<file path="src/rtl/bas_sqrt_cell.sv">
module bas_sqrt_cell #(
   parameter int W  = 64,
   parameter int RW = 32,
   parameter int B  = 0
) (
   input  logic          clock,
   input  logic          en,
   input  logic [W-1:0]  rem_i,
   input  logic [RW-1:0] root_i,
   output logic [W-1:0]  rem_o,
   output logic [RW-1:0] root_o
);

   logic [W-1:0]  trial;
   logic [W-1:0]  rem_in;
   logic [W-1:0]  rem_ff;
   logic [RW-1:0] root_in;
   logic [RW-1:0] root_ff;

   // try to set root bit B: (2*root + 2^B) * 2^B against the remainder
   always_comb begin
      trial = (W'(root_i) << (B + 1)) | (W'(1) << (2 * B));
      if (rem_i >= trial) begin
         rem_in  = rem_i - trial;
         root_in = root_i | (RW'(1) << B);
      end else begin
         rem_in  = rem_i;
         root_in = root_i;
      end
   end

   always_ff @(posedge clock) begin
      if (en) begin
         rem_ff  <= rem_in;
         root_ff <= root_in;
      end
   end

   assign rem_o  = rem_ff;
   assign root_o = root_ff;

endmodule

</file>
<file path="config.mk">
export PLATFORM = sky130hd
export DESIGN_NAME = bas_sqrt_cell
export DESIGN_NICKNAME = d
export VERILOG_FILES = /design/src/rtl/bas_sqrt_cell.sv
export SDC_FILE = /design/constraint.sdc
export NUM_CORES = 1
export LEC_CHECK = 0
export ABC_AREA = 0
export BUFFER_PORTS_ARGS = -buffer_cell sky130_fd_sc_hd__buf_2
export CORE_ASPECT_RATIO = 0.6
export CORE_MARGIN = 2
export CORE_UTILIZATION = 30
export CTS_BUF_LIST = sky130_fd_sc_hd__clkbuf_2
export DETAILED_ROUTE_END_ITERATION = 7
export HOLD_SLACK_MARGIN = 0.06
export PLACE_DENSITY = 0.56
export SLEW_MARGIN = 0
export SYNTH_ARGS = -nofsm -noshare
export SYNTH_HDL_FRONTEND = slang
export SYNTH_SLANG_ARGS = --single-unit
export TNS_END_PERCENT = 100
</file>
<file path="constraint.sdc">
create_clock -name clock -period 9.5 [get_ports clock]
set_input_delay 0.95 -clock clock [delete_from_list [all_inputs] [get_ports clock]]
set_output_delay 0.95 -clock clock [all_outputs]
set_load 0.03 [all_outputs]
</file>
==> results.txt <==
Nature of the critical path startpoint: an input port. The run gives 0 as the global-route congestion overflow total. The multi-input combinational cells in the finished layout cover a total of 2880 µm².

The run gives 3 as the number of antenna violations at the first check in global routing. The logs give 920 for the final net count and 733 for the number of nets produced by synthesis. The portion of the post-synthesis area used by sequential elements came out at 48.0%. From left edge to right edge, the die measures 187 µm. The number of placed instances, taps included, is 1050. Synthesis instantiated 57 different standard cells from the library. For this design the static power due to leakage is 3.06 nW.

The area of placed instances was 7250 µm²; the number of global-route vias before repair was 4743. The number of I/O pins was 194; the post-synthesis register bit count was 96. The clock passes through at most 2 buffers.

The leading register cell type out of synthesis was edfxtp_1. The headroom to the max-slew limit came out at 46.2%. Summing every instance area after synthesis gives 6010 µm². The synthesized netlist cell count was 601; the fraction of power consumed by sequential logic was 48.5%. The library cells used most frequently in the layout, excluding fill and tap cells, are buf_2, edfxtp_1, a21oi_1, nor2_1, nand2_1. The class of the tightest hold or removal check was input port to register.

The violation count after the first detailed-route iteration came out at 369. The flow ran to the end, and the final reports show no timing, DRC or antenna violations. The post-route netlist has 28.0% of its cells at a drive strength greater than 1.

Net switching is 36.8% of the power. TritonCTS built the clock tree. The region available for standard cell placement spans 19800 µm². Routability-driven placement finished with a final weighted congestion of 0.838. The number of setup buffers added after CTS is 0. The tools report the number of CTS-inserted buffers as 9. Sorting the synthesized cells by area gives the leading types as edfxtp_1, ha_1, a21oi_1, xor2_1, xnor2_1. STA classifies the critical path endpoint as a register.

VDD sags by at most 0.108 mV. Summing over every cut layer, the via total after detailed routing is 5178. Counting flops with a built-in enable in the synthesized netlist gives 96. After detailed routing, the average wire length per cell comes to 16.9 µm. Max-capacitance violation count: 0. Setup repair after global routing left no endpoint under its margin. The logs give 0 ns for the setup TNS after final layout and 0 for the yosys synthesis warning count. Number of nets still failing antenna checks after routing: 0. Clock root buffer master: clkbuf_2.

The count of pins over their slew limit is 0, and the layout filler cell count is 2116. In this run the tool buffered the top-level ports with 193 buffer cells. Summed over its instances, the top area cell type makes up 48.0% of the synthesized netlist area.

For this run, asynchronously set or reset flops after synthesis account for 0%. The tools report the post-route worst hold slack as 0.450 ns. Summed over all nets, the switching power comes to 0.000405 W.

Data arrives at the worst endpoint at 3.87 ns. Along the worst path, the maximum fanout reaches 15. The quantity of gates resized following cts was 0; the effective utilization at floorplan was 30.3%.

The worst path uses 36.6% of the clock period. Combinational logic is responsible for 33.0% of the overall power. For the CTS sink count, the log shows 96. Final hold violation count: 0. After floorplanning, the core was divided into 40 placement rows. Part of the total power dissipated in the clock network: 18.6%. The tools report the required time of the critical path as 9.90 ns.

For this block, the routed nets add up to 18000 µm of wire. The detailed-placement wirelength estimate is 14500 µm. Leading cell type in the layout, fill and taps excluded: buf_2. For the pin with the worst max-slew slack, the measured transition is 0.797 ns. Internal power comes to 0.000697 W. The run gives 16.9% as the overall track demand over capacity in global routing. Dividing total power by cell area gives a power density of 150 nW/µm². After routing the design area is 7360 µm². The floorplan step defined a die boundary enclosing 21200 µm². For this run, the detailed router's first-pass iteration total came to 5. The H-tree was split into 3 levels. Largest area contributor in the synthesized netlist: edfxtp_1. In this run the mean area of a mapped cell was 10.0 µm². The count of cells in the finished layout, fillers not included, comes to 1067. From synthesis to final layout, the design area changed by 22.4%. The sequential cells in the finished layout cover a total of 2880 µm². The first global-routing pass estimated 27500 µm of wire. After detailed routing, the number of remaining DRC violations is 0. In the routed layout, each cell is associated on average with a via count of 4.85.

The count of endpoints failing setup in the final report was 0; the height of the chip was 114 µm. The maximum frequency from static timing analysis is 288 MHz. After clock tree synthesis, the clock-pin slew on the worst setup and hold paths is 0.28 ns. Hold repair after CTS inserted 0 buffers. The worst setup path is of the input port to register kind. Entering global routing, the biggest net connects 50 pins. The smallest clock period supported by the final layout is computed as 3.47 ns.
==> cell type report <==
type / instances / share of cell area (%)
Sequential cell: 96 / 39.2
Multi-Input combinational cell: 445 / 39.2
Timing Repair Buffer: 196 / 13.5
Tap cell: 273 / 4.64
Inverter: 40 / 2.04
Clock inverter: 7 / 0.850
Clock buffer: 9 / 0.612
Antenna cell: 1 / 0.0340
==> metal layers <==
layer | wire length, µm | global-route usage (%) | vias up
li1 | - | - | 2576
met1 | 9720 | 27.0 | 2403
met2 | 6510 | 21.0 | 185
met3 | 1620 | 6.22 | 12
met4 | 138 | 3.33 | 2
met5 | 7 | 0 | -
==> synth_stat cells (all sizes together), types with 8 or more instances <==
master  instances
nor4           12
or4             8
inv            40
buf             8
o21ai          36
clkbuf         12
a21oi          69
nand2          45
nand4          11
edfxtp         96
xnor2          26
ha             33
xor2           36
nor2           58
nor3           21
nand3          12
==> worst max-delay path, cell delays in order <==
cell	delay [ns]
buf_2	0.08
inv_1	0.04
ha_1	0.40
nand2_1	0.17
o21ai_1	0.25
a21oi_1	0.10
o41ai_1	0.67
a221o_2	0.36
nand4b_4	0.27
nor4_1	0.43
xor2_1	0.15
==> kinds of logic (layout without fill, tap and decap cells) <==
logic type | count (synthesis) | count (layout) | share of synthesized area, %
AOI/OAI and AO/OA | 151 | 151 | 15.0
xor gates and xnor gates | 62 | 62 | 9.03
adders and majority gates | 34 | 34 | 7.20
buffers and inverters | 60 | 252 | 4.12
DFF | 96 | 96 | 47.9
muxes | 1 | 1 | 0.187
other | 0 | 1 | 0
and+or+nand+nor | 197 | 197 | 16.5
==> path summary, 6_finish.rpt <==
check / from / endpoint / slack (ns) / cells after the start
max: root_i[17] / rem_o[49] / 6.03 / 11
min: root_i[12] / root_o[12] / 0.45 / 1
==> flip-flops by register name (all words and copies together), names as in the netlist <==
signal	flops
rem_o	64
root_o	32
==> power by group through the flow <==
| stage | registers [W] | logic, W | clock network [W] |
|---|---|---|---|
| after floorplan | 0.000642 | 0.000140 | 0 |
| after global placement | 0.000544 | 0.000361 | 0 |
| after detailed placement | 0.000545 | 0.000361 | 0 |
| after CTS | 0.000535 | 0.000363 | 0.000217 |
| after global routing | 0.000540 | 0.000394 | 0.000231 |
| final | 0.000534 | 0.000363 | 0.000205 |
==> stage by stage <==
stage	setup WS, ns	total power (W)	util [%]
2_1_floorplan	5.87	0.000782	-
3_3_place_gp	5.33	0.000905	36.6
3_5_place_dp	5.33	0.000906	36.6
4_1_cts	6.10	0.00112	37.1
5_1_grt	5.80	0.00116	37.1
6_report	6.03	0.00110	37.1
Power figures use the tool's default switching activity.
